`config.mk`:
```
export PLATFORM = sky130hd
export DESIGN_NAME = rle_block_unpacker_top
export DESIGN_NICKNAME = d
export VERILOG_FILES = /design/src/design/rbu_pkg.sv /design/src/design/rle_block_unpacker_top.sv
export SDC_FILE = /design/constraint.sdc
export NUM_CORES = 1
export LEC_CHECK = 0
export ABC_AREA = 1
export BUFFER_PORTS_ARGS = -buffer_cell sky130_fd_sc_hd__buf_2
export CAP_MARGIN = 20
export CORE_MARGIN = 4
export CORE_UTILIZATION = 50
export DETAILED_ROUTE_END_ITERATION = 12
export GPL_TIMING_DRIVEN = 1
export PLACE_DENSITY = 0.7
export SETUP_SLACK_MARGIN = 0.15
export SYNTH_ARGS = -nofsm -noshare
export SYNTH_HDL_FRONTEND = slang
export SYNTH_SLANG_ARGS = --single-unit
```
`constraint.sdc`:
```
create_clock -name clk -period 16.8 [get_ports clk]
set_clock_uncertainty 0.2 [all_clocks]
set_input_delay 3.36 -clock clk [delete_from_list [all_inputs] [get_ports clk]]
set_output_delay 3.36 -clock clk [all_outputs]
set_load 0.03 [all_outputs]
```
`src/design/rbu_pkg.sv`:
```
// rbu_pkg: shared widths, limits and status codes of the rle block unpacker
// used by rle_block_unpacker_top, rbu_checker and tb, no dependencies
package rbu_pkg;

  localparam int unsigned BYTE_W      = 8;
  localparam int unsigned LEN_W       = 17;
  localparam int unsigned MAX_BLOCK   = 65536;
  localparam int unsigned IN_TDATA_W  = 32;
  localparam int unsigned OUT_TDATA_W = 48;
  localparam int unsigned OUT_TUSER_W = 2;

  localparam logic [LEN_W-1:0]  DEST_LEN_RST = LEN_W'(16384);
  localparam logic [BYTE_W-1:0] LIT_FLAG     = BYTE_W'(8'h80);
  localparam logic [BYTE_W-1:0] LIT_MASK     = BYTE_W'(8'h7F);
  localparam logic [BYTE_W-1:0] REP_BIAS     = BYTE_W'(3);

  typedef enum logic [OUT_TUSER_W-1:0] {
    STAT_OK       = 2'd0,
    STAT_BAD_LEN  = 2'd1,
    STAT_LEFTOVER = 2'd2
  } status_t;

endpackage

```
`src/design/rle_block_unpacker_top.sv`:
```
// rle_block_unpacker_top: packbits style run decoder, one source byte per item
// depends on rbu_pkg
// result path: input register, then result register; a stalled result side can hold an item between them
// throughput: one item per cycle while the result side does not stall; the parser state updates per item
// an item with no run and not last gives no result and needs no result slot
// reset: synchronous active low rst_n clears all block state, dest_len returns to 16384
module rle_block_unpacker_top (
  input  logic                               clk,
  input  logic                               rst_n,
  // cfg_data: dest_len
  input  logic                               cfg_valid,
  output logic                               cfg_ready,
  input  logic [rbu_pkg::LEN_W-1:0]          cfg_data,
  // in_tdata: src_byte [7:0], block_src_len [24:8], zero fill
  input  logic                               in_tvalid,
  output logic                               in_tready,
  input  logic [rbu_pkg::IN_TDATA_W-1:0]     in_tdata,
  // out_tdata: run_value [7:0], run_count [24:8], produced_len [41:25], zero fill
  // out_tuser: status [1:0]; out_tlast: done_res
  output logic                               out_tvalid,
  input  logic                               out_tready,
  output logic [rbu_pkg::OUT_TDATA_W-1:0]    out_tdata,
  output logic                               out_tlast,
  output logic [rbu_pkg::OUT_TUSER_W-1:0]    out_tuser
);

  localparam int unsigned LW = rbu_pkg::LEN_W;
  localparam int unsigned BW = rbu_pkg::BYTE_W;

  typedef enum logic [1:0] {
    MODE_PACKED = 2'd0,
    MODE_FILL   = 2'd1,
    MODE_COPY   = 2'd2,
    MODE_REJECT = 2'd3
  } mode_t;

  typedef enum logic [1:0] {
    PH_HEADER  = 2'd0,
    PH_LITERAL = 2'd1,
    PH_REPEAT  = 2'd2
  } phase_t;

  logic [LW-1:0] dest_len_r;

  logic          s1_valid_r;
  logic [BW-1:0] s1_byte_r;
  logic [LW-1:0] s1_slen_r;

  logic [LW-1:0] src_pos_r, src_pos_nxt;
  logic [LW-1:0] dst_pos_r, dst_pos_nxt;
  mode_t         mode_r, mode_nxt;
  phase_t        phase_r, phase_nxt;
  logic [BW-1:0] lit_r, lit_nxt;
  logic [BW-1:0] rep_r, rep_nxt;
  logic          ovf_r, ovf_nxt;

  logic                         out_valid_r;
  logic [rbu_pkg::OUT_TDATA_W-1:0] out_data_r, out_data_nxt;
  logic                         out_last_r;
  logic [rbu_pkg::OUT_TUSER_W-1:0] out_user_r, out_user_nxt;

  logic          first, last, have_run, has_res, out_free, s1_fire;
  mode_t         mode_eff;
  phase_t        phase_eff;
  logic [LW-1:0] room, cnt, dst_upd, prod;
  logic [BW-1:0] val;
  rbu_pkg::status_t stat;

  assign cfg_ready  = 1'b1;
  assign out_free   = !out_valid_r || out_tready;
  assign has_res    = have_run || last;
  assign s1_fire    = s1_valid_r && (!has_res || out_free);
  assign in_tready  = !s1_valid_r || s1_fire;

  assign out_tvalid = out_valid_r;
  assign out_tdata  = out_data_r;
  assign out_tlast  = out_last_r;
  assign out_tuser  = out_user_r;

  always_comb begin
    first = (src_pos_r == '0);
    if (first) begin
      phase_eff = PH_HEADER;
      if (s1_slen_r == '0 || dest_len_r == '0 || dest_len_r < s1_slen_r ||
          32'(dest_len_r) > rbu_pkg::MAX_BLOCK) begin
        mode_eff = MODE_REJECT;
      end else if (s1_slen_r == LW'(1)) begin
        mode_eff = MODE_FILL;
      end else if (s1_slen_r == dest_len_r) begin
        mode_eff = MODE_COPY;
      end else begin
        mode_eff = MODE_PACKED;
      end
    end else begin
      phase_eff = phase_r;
      mode_eff  = mode_r;
    end

    last = ({1'b0, src_pos_r} + (LW+1)'(1)) >= {1'b0, s1_slen_r};
    room = (dst_pos_r < dest_len_r) ? (dest_len_r - dst_pos_r) : '0;

    have_run  = 1'b0;
    val       = '0;
    cnt       = '0;
    phase_nxt = phase_eff;
    lit_nxt   = lit_r;
    rep_nxt   = rep_r;
    ovf_nxt   = ovf_r;

    unique case (mode_eff)
      MODE_REJECT: begin
      end
      MODE_FILL: begin
        if (first && room != '0) begin
          have_run = 1'b1;
          val      = s1_byte_r;
          cnt      = room;
        end else begin
          ovf_nxt = 1'b1;
        end
      end
      MODE_COPY: begin
        if (room != '0) begin
          have_run = 1'b1;
          val      = s1_byte_r;
          cnt      = LW'(1);
        end else begin
          ovf_nxt = 1'b1;
        end
      end
      default: begin
        if (room == '0) begin
          ovf_nxt = 1'b1;
        end else begin
          unique case (phase_eff)
            PH_LITERAL: begin
              have_run = 1'b1;
              val      = s1_byte_r;
              cnt      = LW'(1);
              lit_nxt  = lit_r - BW'(1);
              if (lit_nxt == '0) begin
                phase_nxt = PH_HEADER;
              end
            end
            PH_REPEAT: begin
              have_run  = 1'b1;
              val       = s1_byte_r;
              cnt       = (LW'(rep_r) < room) ? LW'(rep_r) : room;
              phase_nxt = PH_HEADER;
            end
            default: begin
              if ((s1_byte_r & rbu_pkg::LIT_FLAG) != '0) begin
                lit_nxt   = (s1_byte_r & rbu_pkg::LIT_MASK) + BW'(1);
                phase_nxt = PH_LITERAL;
              end else begin
                rep_nxt   = s1_byte_r + rbu_pkg::REP_BIAS;
                phase_nxt = PH_REPEAT;
              end
            end
          endcase
        end
      end
    endcase

    dst_upd = have_run ? (dst_pos_r + cnt) : dst_pos_r;

    priority if (mode_eff == MODE_REJECT) begin
      stat = rbu_pkg::STAT_BAD_LEN;
    end else if (ovf_nxt) begin
      stat = rbu_pkg::STAT_LEFTOVER;
    end else begin
      stat = rbu_pkg::STAT_OK;
    end
    prod = (last && mode_eff != MODE_REJECT) ? dst_upd : '0;

    out_user_nxt = last ? stat : rbu_pkg::STAT_OK;
    out_data_nxt = {(rbu_pkg::OUT_TDATA_W - BW - 2*LW)'(0), prod, cnt, val};

    if (last) begin
      src_pos_nxt = '0;
      dst_pos_nxt = '0;
      mode_nxt    = MODE_PACKED;
    end else begin
      src_pos_nxt = src_pos_r + LW'(1);
      dst_pos_nxt = dst_upd;
      mode_nxt    = mode_eff;
    end
  end

  always_ff @(posedge clk) begin
    if (!rst_n) begin
      dest_len_r  <= rbu_pkg::DEST_LEN_RST;
      s1_valid_r  <= 1'b0;
      src_pos_r   <= '0;
      dst_pos_r   <= '0;
      mode_r      <= MODE_PACKED;
      phase_r     <= PH_HEADER;
      lit_r       <= '0;
      rep_r       <= '0;
      ovf_r       <= 1'b0;
      out_valid_r <= 1'b0;
    end else begin
      if (cfg_valid && cfg_ready) begin
        dest_len_r <= cfg_data;
      end
      if (in_tvalid && in_tready) begin
        s1_valid_r <= 1'b1;
        s1_byte_r  <= in_tdata[BW-1:0];
        s1_slen_r  <= in_tdata[BW+LW-1:BW];
      end else if (s1_fire) begin
        s1_valid_r <= 1'b0;
      end
      if (s1_fire) begin
        src_pos_r <= src_pos_nxt;
        dst_pos_r <= dst_pos_nxt;
        mode_r    <= mode_nxt;
        if (last) begin
          phase_r <= PH_HEADER;
          lit_r   <= '0;
          rep_r   <= '0;
          ovf_r   <= 1'b0;
        end else begin
          phase_r <= phase_nxt;
          lit_r   <= lit_nxt;
          rep_r   <= rep_nxt;
          ovf_r   <= ovf_nxt;
        end
      end
      if (s1_fire && has_res) begin
        out_valid_r <= 1'b1;
        out_data_r  <= out_data_nxt;
        out_last_r  <= last;
        out_user_r  <= out_user_nxt;
      end else if (out_tready) begin
        out_valid_r <= 1'b0;
      end
    end
  end

endmodule

```
==> flow_summary.yaml <==
logic_synthesis:
  ys_types: 49
  synth_common_cells: "nand2_1 (337), inv_1 (176), nor2_1 (160)"
  avgSynthCellArea_um2: 7.27
  ys_seq_elements: 144
  synth_edf_count: 70
  synth-async-reset-ratio_pct: 0
  synth_area_um2: 10100
  syn_inst: 1386
  synth_top_area_share_pct: 20.9
  synthMostInstantiatedCell: "nand2_1"
  seq_area_frac_synth_pct: 35.6
  yosysTopAreaCell: "edfxtp_1"
  yosys_most_used_dff: "dfxtp_1"
  synth_warnings: 0
  ys_top_cells_by_area: "edfxtp_1 (21%), dfxtp_1 (15%), nand2_1 (13%)"
floorplan:
  die_w_um: 150
  die_h_um: 150
  core_um2: 19700
  num_rows: 51
  start_util_pct: 51.3
  ios: 108
  die_area_um2: 22500
critical_path:
  worstPathArrival_ns: 4.73
  setup.worst_path.class: "reg -> out"
  path_max_fanout: 35
  worstPathRequired_ns: 13.24
  crit_path_start_kind: "flip-flop"
  crit_path_end_kind: "primary output"
timing:
  slew-limit-headroom_pct: 36.8
  drv_slew: 0
  grt_setup_unrepaired: "false"
  min_period_ns: 8.29
  finalCritPeriodShare_pct: 49.3
  fin_ws_ns: 8.51
  fmax_mhz: 121
  setup_violations: 0
  worst_pin_slew_ns: 0.947
  hold_viol: 0
  tns_ns: 0
global_route:
  grtUsageTotal_pct: 23.8
  gr-total-overflow: 0
  grt_max_degree: 47
  grt_pass1_wl_um: 42700
  antenna_found_initial: 0
  grt_pass1_vias: 8554
clock_network:
  cts_tree: "done"
  cts.htree.levels: 4
  cts_buffers: 17
  postCtsHoldBufs: 0
  cts.clk_slew.worst_paths_ns: 0.06
  cts.sinks: 144
  clk_path_buf_depth: 2
  clk_latency_ns: 0.43
  root_buffer: "clkbuf_16"
  postCtsResizedCells: 0
  cts_setup_buffers: 0
drt:
  ant_nets: 0
  route.detailed.wl_per_inst_um: 15.2
  vias: 9262
  drtIter0Drc: 703
  firstDrtPassIters: 6
  vias_per_cell: 5.32
  drt-total-wl_um: 26400
  drc_errors: 0
final_layout:
  syn2layout_area_growth_pct: 12.3
  fin_cells: 1741
  num_antenna_cells: 0
  nets: 1601
  fillers: 1900
  seq_area_um2: 3580
  multi_input_area_um2: 5590
  drive_above_1_share_pct: 11.0
hold_path:
  hold_class: "reg -> reg"
placement:
  dpl_worst_slack_ns: 9.03
  gp_congestion: 0.953
  port_buffers: 93
  dp_cells: 1708
  dp_hpwl_um: 19800
outcome:
  status: "completed"
power:
  p_leak_uw: 0.00517
  power_density_nw_per_um2: 91.5
  max-vdd-ir-drop_uv: 77.4
run:
  maxCapViolCount: 0
==> placed cells by master (no fill, tap or decap), drive strengths merged, types with 61 or more instances in the layout <==
cell type,count
buf,97
nand4,61
inv,188
dfxtp,74
edfxtp,70
ha,82
a21oi,117
nand2,348
nand3,71
nor2,162
==> per-layer routing <==
layer  wire (µm)  part of all wire [%]  global-route usage (%)  vias to the layer above
li1            -                     -                       -                     4753
met1       11800                    45                    31.1                     4219
met2       12700                    48                    40.6                      243
met3        1160                   4.4                    3.21                       47
met4         759                   2.9                    8.28                        0
met5           0                     0                       0                        -
==> per-stage QoR <==
stage	utilization, %	power, µW	hold slack [ns]	cell area (µm²)
floorplan	-	584	0.238	10100
global placement	54.4	638	0.250	10700
detailed placement	54.4	642	0.259	10700
CTS	57.5	1040	0.267	11300
global route	57.6	1090	0.282	11300
finish	57.6	1040	0.268	11300
==> cell families (layout without fill, tap and decap cells) <==
logic type	after synthesis	after routing	synth area share, %
flops	144	144	35.6
xor+xnor	44	44	3.82
simple gates	681	681	29.8
compound gates	203	203	10.9
fa+ha+maj	84	84	10.6
buf+inv	228	313	9.24
other cells	2	7	0.0745
==> worst paths after layout <==
kind,start,end,slack [ns],cells past startpoint
max,src_pos_r[0],in_tready,8.51,20
min,ovf_r,ovf_r,0.27,2
min reg2reg,ovf_r,ovf_r,0.27,2
max reg2reg,dst_pos_r[8],dst_pos_r[12],9.89,36
==> registers in the layout (all words and copies together) (netlist names) <==
signal	flops
phase_r	2
rep_r	8
out_tuser	2
out_tlast	1
out_tvalid	1
dest_len_r	17
mode_r	2
s1_byte_r	8
dst_pos_r	17
out_tdata	42
s1_slen_r	17
lit_r	8
src_pos_r	17
s1_valid_r	1
ovf_r	1
==> worst max-delay path, cell delays in order (launching register included) <==
cell and delay (ns):
dfxtp_1 0.52, ha_1 0.24, nand2_1 0.09, nor3_1 0.29, nand2_1 0.08, nor2_1 0.16, inv_1 0.08, nor3_1 0.25
nand4_1 0.15, xor2_1 0.15, inv_1 0.09, ha_1 0.28, nand2_1 0.10, nor4_1 0.32, nand3_1 0.11, nand4_1 0.10
buf_4 0.34, inv_2 0.35, nand2_4 0.22, nand3_1 0.13, buf_2 0.22
==> final cells by class <==
type                            count  share of cell area (%)
Inverter                          184                    6.10
Multi-Input combinational cell   1019                    49.4
Tap cell                          265                    2.93
Sequential cell                   144                    31.7
Clock inverter                     14                    1.55
Clock buffer                       18                    3.88
Timing Repair Buffer               97                    4.45
==> power breakdown <==
part           internal (µW)  switching [µW]
registers                383            11.4
logic                   75.8             168
clock network            240             157
Power figures use the tool's default switching activity.
